### config.mk
export PLATFORM = sky130hd
export DESIGN_NAME = button_event_generator_core
export DESIGN_NICKNAME = d
export VERILOG_FILES = /design/src/bevg_pkg.sv /design/src/bevg_engine.sv /design/src/bevg_out_buf.sv /design/src/button_event_generator_core.sv
export SDC_FILE = /design/constraint.sdc
export NUM_CORES = 1
export LEC_CHECK = 0
export BUFFER_PORTS_ARGS = -buffer_cell sky130_fd_sc_hd__buf_4
export CORE_MARGIN = 2
export CORE_UTILIZATION = 60
export DETAILED_ROUTE_END_ITERATION = 8
export HOLD_SLACK_MARGIN = 0.12
export PLACE_DENSITY = 0.8
export SYNTH_ARGS = -nofsm -noshare
export SYNTH_HDL_FRONTEND = slang
export SYNTH_HIERARCHICAL = 1
export SYNTH_SLANG_ARGS = --single-unit
### constraint.sdc
create_clock -name clk_i -period 5.7 [get_ports clk_i]
set_input_delay 0.855 -clock clk_i [delete_from_list [all_inputs] [get_ports clk_i]]
set_output_delay 0.855 -clock clk_i [all_outputs]
set_load 0.01 [all_outputs]
### src/bevg_pkg.sv
`timescale 1ns / 1ps

package bevg_pkg;

  localparam int unsigned NUM_BUTTONS_DEF = 3;
  localparam int unsigned MAX_BUTTONS     = 8;

  // op codes of an input item
  localparam logic [1:0] OP_TICK    = 2'd0;
  localparam logic [1:0] OP_EDGE    = 2'd1;
  localparam logic [1:0] OP_RETRIG  = 2'd2;

  // event kinds
  localparam logic [1:0] EV_PUSH    = 2'd0;
  localparam logic [1:0] EV_LONG    = 2'd1;
  localparam logic [1:0] EV_RELEASE = 2'd2;

  // configuration register indexes
  localparam logic [1:0] CFG_LONG_KEYS   = 2'd0;
  localparam logic [1:0] CFG_ANTI_BOUNCE = 2'd1;
  localparam logic [1:0] CFG_LONG_TICKS  = 2'd2;
  localparam logic [1:0] CFG_REPEAT      = 2'd3;

  localparam logic [7:0] GUARD_MAX = 8'hFF;

  typedef struct packed {
    logic [1:0] kind;
    logic [1:0] button;
    logic       last;
  } evt_t;

  // events produced by one item, at most two
  typedef struct packed {
    logic [1:0] cnt;
    evt_t       ev0;
    evt_t       ev1;
  } result_t;

  // index of the lowest set bit, 0 for an empty mask
  function automatic logic [2:0] lowest_idx(input logic [MAX_BUTTONS-1:0] m);
    logic [2:0] idx;
    idx = '0;
    for (int i = MAX_BUTTONS - 1; i >= 0; i--) begin
      if (m[i]) begin
        idx = 3'(i);
      end
    end
    return idx;
  endfunction

endpackage

### src/bevg_engine.sv
`timescale 1ns / 1ps

module bevg_engine #(
  parameter int unsigned NUM_BUTTONS = bevg_pkg::NUM_BUTTONS_DEF
) (
  input  logic              clk_i,
  input  logic              rst_ni,
  input  logic              cfg_we_i,
  input  logic [1:0]        cfg_idx_i,
  input  logic [7:0]        cfg_data_i,
  input  logic              fire_i,
  input  logic [1:0]        op_i,
  input  logic [2:0]        levels_i,
  input  logic [2:0]        keys_i,
  input  logic [7:0]        timeout_i,
  output bevg_pkg::result_t res_o
);
  import bevg_pkg::*;

  localparam int unsigned NB = NUM_BUTTONS;

  logic [NB-1:0] lpk_q;
  logic [7:0]    ab_q, lpt_q, rt_q;

  logic [7:0]    gc_q, gc_d;
  logic [NB-1:0] pend_q, pend_d;
  logic [NB-1:0] armed_q, armed_d;
  logic [NB-1:0] rep_q, rep_d;
  logic [7:0]    reload_q, reload_d;

  logic [NB-1:0] lev, keys;
  logic [NB-1:0] early, lmask, rmask, released, rel_free, rel_pend, done;
  logic [NB-1:0] oh_early, oh_long;
  logic [2:0]    idx_early, idx_long, idx_rep;
  logic [7:0]    g;
  logic          rep_hit, rel_hit;
  logic [1:0]    rel_kind;
  logic [2:0]    rel_idx;

  assign lev      = NB'(levels_i);
  assign keys     = NB'(keys_i);
  assign early    = pend_q & ~lpk_q;
  assign lmask    = pend_q & lpk_q;
  assign rmask    = ~armed_q & rep_q;
  assign released = lev & ~armed_q;
  assign rel_free = released & ~pend_q;
  assign rel_pend = released & pend_q;
  assign oh_early = early & (~early + NB'(1));
  assign oh_long  = lmask & (~lmask + NB'(1));

  assign idx_early = lowest_idx(MAX_BUTTONS'(early));
  assign idx_long  = lowest_idx(MAX_BUTTONS'(lmask));
  assign idx_rep   = lowest_idx(MAX_BUTTONS'(rmask));

  always_ff @(posedge clk_i or negedge rst_ni) begin
    if (!rst_ni) begin
      lpk_q <= '0;
      ab_q  <= 8'd2;
      lpt_q <= 8'd64;
      rt_q  <= 8'd34;
    end else if (cfg_we_i) begin
      case (cfg_idx_i)
        CFG_LONG_KEYS:   lpk_q <= NB'(cfg_data_i[2:0]);
        CFG_ANTI_BOUNCE: ab_q  <= cfg_data_i;
        CFG_LONG_TICKS:  lpt_q <= cfg_data_i;
        CFG_REPEAT:      rt_q  <= cfg_data_i;
        default: ;
      endcase
    end
  end

  always_comb begin
    gc_d     = gc_q;
    pend_d   = pend_q;
    armed_d  = armed_q;
    rep_d    = rep_q;
    reload_d = reload_q;
    g        = gc_q;
    done     = '0;
    rep_hit  = 1'b0;
    rel_hit  = 1'b0;
    rel_kind = EV_RELEASE;
    rel_idx  = '0;
    res_o    = '0;
    case (op_i)
      OP_TICK: begin
        if (gc_q != 8'd0) begin
          if (gc_q == 8'd1 && early != '0) begin
            pend_d     = pend_q & ~oh_early;
            res_o.cnt  = 2'd1;
            res_o.ev0  = '{kind: EV_PUSH, button: idx_early[1:0], last: 1'b1};
          end else if (gc_q < ab_q) begin
            gc_d = gc_q + 8'd1;
          end else if (gc_q == lpt_q && lmask != '0) begin
            pend_d     = pend_q & ~oh_long;
            res_o.cnt  = 2'd1;
            res_o.ev0  = '{kind: EV_LONG, button: idx_long[1:0], last: 1'b1};
          end else begin
            if (gc_q == rt_q && rmask != '0) begin
              g       = reload_q;
              rep_d   = '0;
              rep_hit = 1'b1;
            end
            if (g != GUARD_MAX) begin
              g = g + 8'd1;
            end
            // a plain release wins over a push deferred to release
            if (rel_free != '0) begin
              done    = rel_free & (~rel_free + NB'(1));
              rel_hit = 1'b1;
              rel_idx = lowest_idx(MAX_BUTTONS'(rel_free));
            end else if (rel_pend != '0) begin
              done     = rel_pend & (~rel_pend + NB'(1));
              pend_d   = pend_q & ~done;
              rel_hit  = 1'b1;
              rel_kind = EV_PUSH;
              rel_idx  = lowest_idx(MAX_BUTTONS'(rel_pend));
            end
            armed_d = armed_q | done;
            if (&armed_d) begin
              g = '0;
            end
            gc_d = g;
            if (rep_hit) begin
              res_o.ev0 = '{kind: EV_PUSH, button: idx_rep[1:0], last: ~rel_hit};
              if (rel_hit) begin
                res_o.ev1 = '{kind: rel_kind, button: rel_idx[1:0], last: 1'b1};
                res_o.cnt = 2'd2;
              end else begin
                res_o.cnt = 2'd1;
              end
            end else if (rel_hit) begin
              res_o.ev0 = '{kind: rel_kind, button: rel_idx[1:0], last: 1'b1};
              res_o.cnt = 2'd1;
            end
          end
        end
      end
      OP_EDGE: begin
        pend_d  = pend_q | (armed_q & ~lev);
        armed_d = armed_q & lev;
        gc_d    = 8'd1;
      end
      OP_RETRIG: begin
        rep_d    = keys;
        reload_d = rt_q - timeout_i;
      end
      default: ;
    endcase
  end

  always_ff @(posedge clk_i or negedge rst_ni) begin
    if (!rst_ni) begin
      gc_q     <= '0;
      pend_q   <= '0;
      armed_q  <= '1;
      rep_q    <= '0;
      reload_q <= '0;
    end else if (fire_i) begin
      gc_q     <= gc_d;
      pend_q   <= pend_d;
      armed_q  <= armed_d;
      rep_q    <= rep_d;
      reload_q <= reload_d;
    end
  end

endmodule

### src/bevg_out_buf.sv
`timescale 1ns / 1ps

module bevg_out_buf (
  input  logic              clk_i,
  input  logic              rst_ni,
  input  logic              load_i,
  input  bevg_pkg::result_t res_i,
  output logic              can_load_o,
  output logic              out_valid_o,
  input  logic              out_ready_i,
  output bevg_pkg::evt_t    ev_o
);
  import bevg_pkg::*;

  logic [1:0] cnt_q, cnt_d;
  evt_t       e0_q, e0_d, e1_q, e1_d;
  logic       pop;

  assign out_valid_o = (cnt_q != 2'd0);
  assign pop         = out_valid_o && out_ready_i;
  // empty, or its single item leaves this cycle
  assign can_load_o  = (cnt_q == 2'd0) || (cnt_q == 2'd1 && out_ready_i);
  assign ev_o        = e0_q;

  always_comb begin
    cnt_d = cnt_q;
    e0_d  = e0_q;
    e1_d  = e1_q;
    if (load_i) begin
      cnt_d = res_i.cnt;
      e0_d  = res_i.ev0;
      e1_d  = res_i.ev1;
    end else if (pop) begin
      cnt_d = cnt_q - 2'd1;
      e0_d  = e1_q;
    end
  end

  always_ff @(posedge clk_i or negedge rst_ni) begin
    if (!rst_ni) begin
      cnt_q <= '0;
    end else begin
      cnt_q <= cnt_d;
    end
  end

  always_ff @(posedge clk_i) begin
    e0_q <= e0_d;
    e1_q <= e1_d;
  end

endmodule

### src/button_event_generator_core.sv
`timescale 1ns / 1ps

// Button event generator: debounce, long press and repeat for a row of buttons.
// Input channel (in_valid_i/in_ready_o) carries one item: a tick, a falling-edge
// notice with the raw pin levels, or a retrigger request with keys and timeout.
// Output channel (out_valid_o/out_ready_i) carries events: kind, button, last.
// An item that causes events has last set on its final one.
// Config port: cfg_we_i writes cfg_data_i to register cfg_idx_i;
// write only while the block is idle.
// Path: an item is taken into the input register, processed by the engine once
// the result buffer can load, and its first event is shown from that buffer.
// Throughput: one item per cycle while each gives at most one event and the
// receiver is ready; a tick with a repeat push and a release fills the buffer,
// so the next item waits until its second event leaves the single output port.
// Reset: all buttons armed, guard timer idle, configuration at defaults.
// When the receiver stalls, events wait in the two-entry result buffer, the
// next item waits in the input register, and in_ready_o then drops.
module button_event_generator_core #(
  parameter int unsigned NUM_BUTTONS = bevg_pkg::NUM_BUTTONS_DEF
) (
  input  logic       clk_i,
  input  logic       rst_ni,
  input  logic       cfg_we_i,
  input  logic [1:0] cfg_idx_i,
  input  logic [7:0] cfg_data_i,
  input  logic       in_valid_i,
  output logic       in_ready_o,
  input  logic [1:0] op_i,
  input  logic [2:0] button_levels_i,
  input  logic [2:0] keys_i,
  input  logic [7:0] timeout_i,
  output logic       out_valid_o,
  input  logic       out_ready_i,
  output logic [1:0] event_kind_o,
  output logic [1:0] button_o,
  output logic       last_o
);
  import bevg_pkg::*;

  logic       in_vld_q;
  logic [1:0] op_q;
  logic [2:0] lev_q, keys_q;
  logic [7:0] tmo_q;
  logic       can_load, fire;
  result_t    res;
  evt_t       ev;

  assign fire       = in_vld_q && can_load;
  assign in_ready_o = !in_vld_q || can_load;

  always_ff @(posedge clk_i or negedge rst_ni) begin
    if (!rst_ni) begin
      in_vld_q <= 1'b0;
    end else if (in_ready_o) begin
      in_vld_q <= in_valid_i;
    end
  end

  always_ff @(posedge clk_i) begin
    if (in_valid_i && in_ready_o) begin
      op_q   <= op_i;
      lev_q  <= button_levels_i;
      keys_q <= keys_i;
      tmo_q  <= timeout_i;
    end
  end

  bevg_engine #(
    .NUM_BUTTONS(NUM_BUTTONS)
  ) u_engine (
    .clk_i     (clk_i),
    .rst_ni    (rst_ni),
    .cfg_we_i  (cfg_we_i),
    .cfg_idx_i (cfg_idx_i),
    .cfg_data_i(cfg_data_i),
    .fire_i    (fire),
    .op_i      (op_q),
    .levels_i  (lev_q),
    .keys_i    (keys_q),
    .timeout_i (tmo_q),
    .res_o     (res)
  );

  bevg_out_buf u_out_buf (
    .clk_i      (clk_i),
    .rst_ni     (rst_ni),
    .load_i     (fire),
    .res_i      (res),
    .can_load_o (can_load),
    .out_valid_o(out_valid_o),
    .out_ready_i(out_ready_i),
    .ev_o       (ev)
  );

  assign event_kind_o = ev.kind;
  assign button_o     = ev.button;
  assign last_o       = ev.last;

endmodule

# Word level (Yosys, flattened, before mapping)
# Index checks and enable logic that the tools add are counted.
# W data, S select, Z words.
[totals] regBits=81 in_bits=31 output_inout_bits=7 word_cells=202
[classes] n_addsub=8 magnitude_cmp=1 eq_ne=19 mux=86 bitwise=32 reduce_logical=35
[ops] operator="$mux W8" count=12
[ops] operator="$mux W3" count=22
[ops] operator="$and A3 B3 Y3" count=15
[ops] operator="$mux W2" count=22
[ops] operator="$mux W12" count=3
[ops] operator="$not A3 Y3" count=11
[ops] operator="$mux W5" count=6
[ops] operator="$mux W7" count=3
[ops] operator="$pmux W3 S2" count=3
[ops] operator="$add A8 B1 Y8 const B" count=2
[ops] operator="$eq A8 B8 Y1" count=2
[ops] operator="$pmux W8 S2" count=1
[ops] operator="$reduce_bool A3 Y1" count=5
[ops] operator="$mux W1" count=13
[ops] operator="$add A3 B1 Y3 const B" count=4
[ops] operator="$reduce_and A6 Y1" count=2
[ops] operator="$reduce_and A2 Y1" count=5
[ops] operator="$eq A8 B1 Y1 const B" count=1
[ops] operator="$lt A8 B8 Y1" count=1
[ops] operator="$ne A8 B8 Y1 const B" count=1
[ops] operator="$reduce_bool A2 Y1" count=4
[ops] operator="$reduce_bool A8 Y1" count=1
[ops] operator="$sub A8 B8 Y8" count=1
[ops] operator="$logic_and A1 B1 Y1" count=7
[ops] operator="19 further kinds" count=34

# Logic depth before layout (Yosys ltp)
# Gate-level depths: netlist of the first run.
[depth] depth_word=21 ltp_mapped=15

# Cells and area by module
# The synthesis of the first run kept the hierarchy.
[by_module_without_submodules] mod="bevg_engine" instances=1 cells_each=422 area_per_inst_um2=3963.8 seq_area_each_um2=1310.0
[by_module_without_submodules] mod="button_event_generator_core" instances=1 cells_each=21 area_per_inst_um2=540.5 seq_area_each_um2=505.5
[by_module_without_submodules] mod="bevg_out_buf" instances=1 cells_each=34 area_per_inst_um2=526.8 seq_area_each_um2=350.3

# Worst setup path before layout of the first run
# Ideal clock, no wire load.
[synth_path] kind="register -> register" start="reg u_engine.gc_q[0]" end="reg u_engine.gc_q[0]" setup_time_ns=0.130 arrival_ns=2.839 slack_ns=2.731 stages_incl_launch_ff=16 path_buffers=4 synth_period_minus_slack_ns=2.969 path_cell_list="dfrtp_1 -> buf_6 -> xnor2_2 -> nand4_2 -> nor3_4 -> buf_6 -> buf_12 -> nand2_1 -> o21ai_1 -> ha_1 -> clkbuf_1 -> nand4_1 -> mux2_2 -> xor2_1 -> a211oi_1 -> o31ai_2"
[synth_between] elab_chain_cells=16 elab_cells_between_ends=28 classes_between="2 x add/sub; 1 x order compare; 7 x eq/ne; 13 x mux; 5 x reduce/logical"
[synth_lines] item="start: declaration" line_no="bevg_engine.sv:25" rtl="logic [7:0] gc_q, gc_d;"
[synth_lines] item="start signal: assignment" line_no="bevg_engine.sv:160" rtl="gc_q <= gc_d;"
[synth_lines] item="$eq A8 B8 Y1" line_no="bevg_engine.sv:99" rtl="if (gc_q == rt_q && rmask != '0) begin"
[synth_lines] item="$logic_and A1 B1 Y1" line_no="bevg_engine.sv:99"
[synth_lines] item="$mux W8" line_no="bevg_engine.sv:99"
[synth_lines] item="$mux W8" line_no="bevg_engine.sv:94" rtl="end else if (gc_q == lpt_q && lmask != '0) begin"
[synth_lines] item="$mux W8" line_no="bevg_engine.sv:92" rtl="end else if (gc_q < ab_q) begin"
[synth_lines] item="$mux W8" line_no="bevg_engine.sv:88" rtl="if (gc_q == 8'd1 && early != '0) begin"
[synth_lines] item="$mux W8" line_no="bevg_engine.sv:87" rtl="if (gc_q != 8'd0) begin"
[synth_lines] item="$mux W8" line_no="bevg_engine.sv:85" rtl="case (op_i)"
[synth_lines] item="$add A8 B1 Y8 / $ne A8 B8 Y1 (equally long branches)" line_no="bevg_engine.sv:105, bevg_engine.sv:104"
[synth_lines] item="$mux W8" line_no="bevg_engine.sv:104" rtl="if (g != GUARD_MAX) begin"
[synth_lines] item="$mux W8" line_no="bevg_engine.sv:120" rtl="if (&armed_d) begin"
[synth_lines] item="$mux W8" line_no="bevg_engine.sv:94"
[synth_lines] item="$mux W8" line_no="bevg_engine.sv:92"
[synth_lines] item="$mux W8" line_no="bevg_engine.sv:88"
[synth_lines] item="$mux W8" line_no="bevg_engine.sv:87"
[synth_lines] item="$pmux W8 S2" line_no="bevg_engine.sv:85"
# Parallel ways exist; a longest one is shown, timed or not. The select of a mux whose other input is x is not followed.
# A chain may end at the register's enable or synchronous reset.

# Worst setup path in the final report of the first run
[layout_path] start="reg u_engine.gc_q[5]" end="reg u_engine.gc_q[0]"
# Same word-level chain as after synthesis.

==> reports/results.env, run 1 <==
LAYOUT.FILLER_CELLS=627
POST-ROUTE-DRC-COUNT=0
FINAL_LAYOUT_SIZE_SUFFIX_GT1_FRAC=0.220
FIRST_GLOBAL_VIAS=3645
TIGHTEST_SLEW_PS=1040
SYNTH_SEQUENTIAL_AREA_RATIO=0.430
FP_ROWS=33
REQUIRED_TIME_WORST_ENDPOINT_PS=5950
CTS.PATH.MAX_BUFFERS=2
STATUS='finished, final reports clean'
GRT-OVFL-TOTAL=0
POWERDENSITY_nW_PER_UM2=365
SETUP.WORST_PATH.START='u_engine/gc_q[5]'
GRT_UTIL_ALL_LAYERS=0.266
DRT_WL_TOTAL_UM=11100
ASYNC_FLOP_SHARE=0.679
COREAREA_SQ_UM=8180
LARGEST_FANOUT_OF_ANY_NET_ON_THE_CRITICAL_PATH=23
INITIAL_CORE_UTIL=0.615
DIE_AREA_SQ_UM=9130
FINAL.MIN_CLOCK_PERIOD_PS=3610
SYN-NUM-NETS=530
MAXIMUM_NUMBER_OF_PINS_ON_ONE_NET_BEFORE_GLOBAL_ROUTE_REPAIR=56
CTS_HOLD_REPAIR.BUFFERS=0
CLK_PIN_SLEW_PS=100
CTS_ROOT_BUFFER='clkbuf_8'
ROUTEDWLPERCELL_UM=18.2
POST-ROUTE-UTIL=0.668
WORST_HOLD_STARTPOINT='keys_q[1]'
TRITONCTS='done'
HOLD-WORST-SLACK_PS=504
SYNTH-MAIN-FF-CELL='dfrtp_1'
FIRST_PASS_ITERS=5
SYNTH.TOP_CELLS.BY_AREA='dfrtp_1 (24%), edfxtp_1 (16%), mux2_2 (7.4%)'
VIAS_PER_CELL=6.17
YS_TYPES=72
FINAL_HOLD_VIOL_COUNT=0
NUMPORTBUFFERS=37
CP.ARRIVAL_PS=3870
SYNTH_TOP_AREA_FRAC=0.239
DESIGN.FINAL.NETS=557
DIE_W_UM=95.6
CP-END-KIND='register'
DRTANTENNAVIOLNETS=0
ANTENNA_CELLS=0
CTS-RESIZED-GATES=0
YOSYSWARNINGS=6
CTS.REPAIR_TIMING.SETUP_BUFFER_COUNT=0
WORSTHOLDPATHTYPE='register to register'
REPORT.FINAL.SLEW_VIOL_COUNT=0
TIMING.MAX_CAP.VIOLATIONS=0
SETUP_TNS_PS=0
SYNTH_MOST_COMMON_CELL='dfrtp_1'
LEAKAGE_nW=2.34
CTS.SINK_COUNT=81
UNREPAIRED_SETUP_ENDPOINTS_AFTER_GLOBAL_ROUTING='false'
ANTENNA_FOUND_INITIAL=0
REG2REG_FROM='u_engine/gc_q[5]'
PLACE.GP.CONGESTION=0.970
SYNTH-EDFF-COUNT=26
CTS-HTREE-LEVELS=3
SYN2LAYOUT_AREA_GROWTH_PCT=8.48
SLEW_HEADROOM=0.302
TIMING.CLOCK.SKEW_PS=13.9
GRT_PASS1_WL_UM=18200
SYNTH_TOP_CELLS_BY_COUNT='dfrtp_1 (48), nand2_1 (34), mux2_2 (33), inv_1 (30), edfxtp_1 (26)'
CLOCK_INSERTION_DELAY_WORST_SKEW_PS=370
PERIOD_SHARE=0.634
POSTSYNTHREGISTERBITS=81
P_TOTAL_mW=1.99
WORST_IR_DROP_VDD_uV=228
SYNTHCELLS=477
DIE_H_UM=95.6
TIMING.CRITICAL_PATH.FROM_TYPE='register'
TOTAL_VIA_COUNT_IN_THE_ROUTED_DESIGN=3790
NUMBER_OF_BUFFERS_CREATED_BY_CTS=9
DRT_ITER0_DRC=373
WORST-SETUP-PATH-TYPE='register to register'
IO_PINS=38
MAXCLOCKFREQUENCY_MHz=277
SYN_AREA_PER_CELL_SQ_UM=10.5
SYNTH_TOP_CELL_BY_AREA='dfrtp_1'
SYNTH.CELL_AREA_SQ_UM=5030
SETUP-VIOLATIONS-FINAL=0
DP.FINAL_HPWL_UM=8220
cells by family after synthesis:
| family | after synthesis | share of synthesized area |
|---|---|---|
| simple gates | 152 | 0.172 |
| compound gates | 97 | 0.133 |
| flops | 81 | 0.430 |
| buf+inv | 52 | 0.0550 |
| mux | 48 | 0.104 |
| xor+xnor | 24 | 0.0477 |
| fa+ha+maj | 22 | 0.0562 |
| other cells | 1 | 0.000745 |
layout by cell type (no fill, tap or decap), types with 4 or more instances in the layout:
cell type / instances
nor3b_1: 6
o211ai_1: 4
xor2_1: 11
o31ai_1: 5
edfxtp_1: 26
nand3_1: 16
nor2_1: 24
mux2_2: 33
mux2i_1: 12
xnor2_2: 4
a21o_1: 11
nor3_1: 6
or3_1: 4
ha_1: 21
a21oi_1: 15
o22ai_1: 4
xnor2_1: 9
inv_1: 30
o21ai_1: 4
clkbuf_8: 9
nor2b_1: 7
dfrtp_1: 48
and2_1: 5
nand2b_1: 17
o21ai_0: 22
dfstp_2: 7
nor4_1: 4
buf_4: 37
nand2_1: 34
and3_1: 6
a31oi_1: 4
where the power goes:
part           leakage, nW  switching (mW)  internal [mW]  total [mW]
registers            0.923           0.146          0.756       0.902
clock network       0.0839           0.225          0.161       0.386
logic                 1.34           0.399          0.307       0.706
cell type report:
type | instances | area, sq um | area share
Tap cell | 105 | 131 | 0.0241
Timing Repair Buffer | 37 | 278 | 0.0509
Clock inverter | 7 | 53.8 | 0.00986
Clock buffer | 9 | 124 | 0.0227
Sequential cell | 81 | 2170 | 0.397
Inverter | 31 | 116 | 0.0213
Multi-Input combinational cell | 344 | 2590 | 0.474
through the flow:
step | cell area (sq um) | cells | setup WS [ps]
final | 5460 | 614 | 2090
after global routing | 5460 | 614 | 1890
after CTS | 5460 | 614 | 2150
after detailed placement | 5280 | 598 | 2180
after global placement | 5280 | 598 | 2250
after floorplan | 5030 | 477 | 2730
worst max-delay path: stages, from the launching register on:
cell	delay, ps
dfrtp_1	530
xnor2_1	280
nand4_2	180
nor3_4	880
mux2_2	340
ha_1	290
nand4_1	130
mux2_2	330
xor2_1	160
a211oi_1	290
o31ai_2	80
path summary, 6_finish.rpt:
| check | endpoint | slack, ps | cells after the start |
|---|---|---|---|
| hold / removal | u_engine/rep_q[1] | 500 | 1 |
| setup / recovery | u_engine/gc_q[0] | 2090 | 10 |
| hold reg to reg | u_engine/rep_q[1] | 500 | 1 |
| min in group asynchronous | u_engine/rt_q[4] | 540 | 1 |
| setup reg to reg | u_engine/gc_q[0] | 2090 | 10 |
| max in group asynchronous | u_engine/lpk_q[1] | 4690 | 1 |
per-layer routing:
metal  vias up  track usage  routed length, um  part of all wire
li1       1778            -                  -                 -
met1      1849        0.376               5000              0.45
met2       138        0.409               5250              0.47
met3        25       0.0379                615             0.055
met4         0        0.117                283             0.025
met5         -            0                  0                 0
sequential cells by signal (all words and copies together), names as in the netlist:
register and count:
tmo_q 8, u_engine/ab_q 8, u_engine/gc_q 8, u_engine/lpt_q 8, u_engine/reload_q 8, u_engine/rt_q 8, u_out_buf/e1_q 5, u_out_buf/ev_o 5
keys_q 3, lev_q 3, u_engine/armed_q 3, u_engine/lpk_q 3, u_engine/pend_q 3, u_engine/rep_q 3, op_q 2, u_out_buf/cnt_q 2
in_vld_q 1
Power figures use the tool's default switching activity.
==> run 2: changes to the inputs <==
==> constraint.sdc (replaced) <==
create_clock -name clk_i -period 3.8 [get_ports clk_i]
set_input_delay 0.57 -clock clk_i [delete_from_list [all_inputs] [get_ports clk_i]]
set_output_delay 0.57 -clock clk_i [all_outputs]
set_load 0.01 [all_outputs]
==> reports/results.env, run 2 (synthesized netlist as in run 1, its figures left out) <==
STATUS='finished, final reports clean'
REQUIRED_TIME_WORST_ENDPOINT_PS=4030  # -1920 ps
FIRST_PASS_ITERS=6  # +1
UNREPAIRED_SETUP_ENDPOINTS_AFTER_GLOBAL_ROUTING='false'
DP.FINAL_HPWL_UM=8660  # +5.4%
TIMING.MAX_CAP.VIOLATIONS=0  # unchanged
CTS.REPAIR_TIMING.SETUP_BUFFER_COUNT=0  # unchanged
FINAL.MIN_CLOCK_PERIOD_PS=3080  # -534 ps
CTS-HTREE-LEVELS=3  # unchanged
WORST_IR_DROP_VDD_uV=328  # +44%
DESIGN.FINAL.NETS=560  # +0.54%
ANTENNA_FOUND_INITIAL=0  # unchanged
DIE_AREA_SQ_UM=9130  # unchanged
COREAREA_SQ_UM=8180  # unchanged
VIAS_PER_CELL=6.24  # +1.1%
LAYOUT_COMMON_CELLS='dfrtp_1 (48), buf_4 (40), nand2_1 (34)'
WORSTHOLDPATHTYPE='input pin to async pin'
MAXIMUM_NUMBER_OF_PINS_ON_ONE_NET_BEFORE_GLOBAL_ROUTE_REPAIR=56  # unchanged
DRT_WL_TOTAL_UM=11600  # +4.3%
TIMING.CRITICAL_PATH.FROM_TYPE='register'
POWERDENSITY_nW_PER_UM2=555  # +52%
PLACEMENT.SETUP.WORST_SLACK_PS=775  # -1400 ps
CRIT_PATH_CELL_TRACE='xnor2_1 > nand4_2 > nor3_4 > mux2_2 > ha_1 > nand4_1 > mux2_2 > xor2_1 > a211oi_1 > o31ai_2'
SLEW_HEADROOM=0.370  # +0.0684
DRTANTENNAVIOLNETS=0  # unchanged
CTS-RESIZED-GATES=0  # unchanged
ANTENNA_CELLS=0  # unchanged
POST-ROUTE-UTIL=0.672  # +0.00459
IO_PINS=38  # unchanged
CP-END-KIND='register'
CP.ARRIVAL_PS=3310  # -560 ps
TIGHTEST_SLEW_PS=943  # -101 ps
FINAL_COMMON_CELL='dfrtp_1'
POSTLAYOUTSETUPSLACKWORST_PS=720  # -1370 ps
INITIAL_CORE_UTIL=0.615  # unchanged
CRITICAL-PATH-TOP-CELL-BY-COUNT='mux2_2'
TOTAL_VIA_COUNT_IN_THE_ROUTED_DESIGN=3849  # +1.6%
DIE_H_UM=95.6  # unchanged
NUMPORTBUFFERS=37  # unchanged
GRT_UTIL_ALL_LAYERS=0.279  # +0.0133
WORST-SETUP-PATH-TYPE='register to register'
LEAKAGE_nW=2.37  # +1.3%
FIRST_GLOBAL_VIAS=3831  # +5.1%
SETUP_TNS_PS=0  # unchanged
SETUP-VIOLATIONS-FINAL=0  # unchanged
PERIOD_SHARE=0.811  # +0.177
CRIT_PATH_TOP_DELAY_CELL='dfrtp_1'
CLK_PIN_SLEW_PS=90  # about the same
CLOCK_INSERTION_DELAY_WORST_SKEW_PS=360  # about the same
DETAILED_PLACE.AREA_SQ_UM=5300  # +0.43%
TRITONCTS='done'
GRT_PASS1_WL_UM=19200  # +5.4%
NUMBER_OF_BUFFERS_CREATED_BY_CTS=9  # unchanged
DIE_W_UM=95.6  # unchanged
P_TOTAL_mW=3.05  # +53%
REPORT.FINAL.SLEW_VIOL_COUNT=0  # unchanged
FINAL_LAYOUT_SIZE_SUFFIX_GT1_FRAC=0.223  # +0.00262
TOTAL_PLACED_CELLS_INCLUDING_TAP_CELLS=601  # +0.50%
CTS.PATH.MAX_BUFFERS=2  # unchanged
CRITICAL_PATH.MAX_STAGE_DELAY_PS=540  # -340 ps
GRT-OVFL-TOTAL=0  # unchanged
LARGEST_FANOUT_OF_ANY_NET_ON_THE_CRITICAL_PATH=12  # -48%
FINALNONFILLERCELLS=617  # +0.49%
DRT_ITER0_DRC=354  # -5.1%
SYN2LAYOUT_AREA_GROWTH_PCT=9.23
CTS_HOLD_REPAIR.BUFFERS=0  # unchanged
CTS.SINK_COUNT=81  # unchanged
POSTLAYOUTCELLAREA_SQ_UM=5500  # +0.69%
FP_ROWS=33  # unchanged
POST-ROUTE-DRC-COUNT=0  # unchanged
CTS_ROOT_BUFFER='clkbuf_8'
TIMING.CLOCK.SKEW_PS=15.1  # +1.27 ps
HOLD-WORST-SLACK_PS=255  # -249 ps
PLACE.GP.CONGESTION=0.944  # -2.7%
FINAL_HOLD_VIOL_COUNT=0  # unchanged
ROUTEDWLPERCELL_UM=18.9  # +3.8%
MAXCLOCKFREQUENCY_MHz=325  # +17%
## run 2: cell count changes in the layout (fill, tap and decap cells not counted)
| cell | change |
|---|---|
| buf_4 | +3 |
| clkbuf_1 | +2 |
| clkbuf_16 | +1 |
| clkbuf_8 | +1 |
| clkinv_1 | -1 |
| clkinv_2 | +1 |
| clkinvlp_4 | -2 |
| inv_6 | -2 |
## run 2: worst paths after layout
path,startpoint,end,slack [ps],cells after the start
max in group asynchronous,rst_ni,u_engine/rt_q[0],3070,1
worst max-delay path,u_engine/gc_q[2],u_engine/gc_q[0],720,10
worst min register to register,keys_q[0],u_engine/rep_q[0],480,1
min in group clk_i,button_levels_i[2],lev_q[2],390,1
worst min-delay path,rst_ni,u_engine/rt_q[7],260,1
worst max register to register,u_engine/gc_q[2],u_engine/gc_q[0],720,10
## run 2: layout make-up
cell class | count | area [sq um]
fill | 644 | 2680
multi-input combinational | 344 | 2590
sequential | 81 | 2170
timing repair buffer | 40 | 300
clock buffer | 13 | 170
tap | 105 | 131
inverter | 31 | 116
clock inverter | 3 | 22.5
## run 2: report_power, final
group          switching, mW  leakage [nW]  internal, mW
Sequential             0.239         0.923          1.13
Clock                  0.315        0.0987         0.297
Combinational          0.596          1.35         0.466
## run 2: critical path: cells and delay by family, from the launching register on
kind	cells	cell delay, ps
adder cells (fa/ha/maj)	1	310
flip-flops	1	540
multiplexers	2	590
AO/OA/AOI/OAI	2	360
AND/OR/NAND/NOR	3	740
XOR/XNOR	2	420
## run 2: layer usage
metal,wire length (um),track usage,vias to the layer above
li1,-,-,1776
met1,5090,0.393,1909
met2,5500,0.449,147
met3,815,0.0427,17
met4,223,0.0810,0
met5,0,0,-
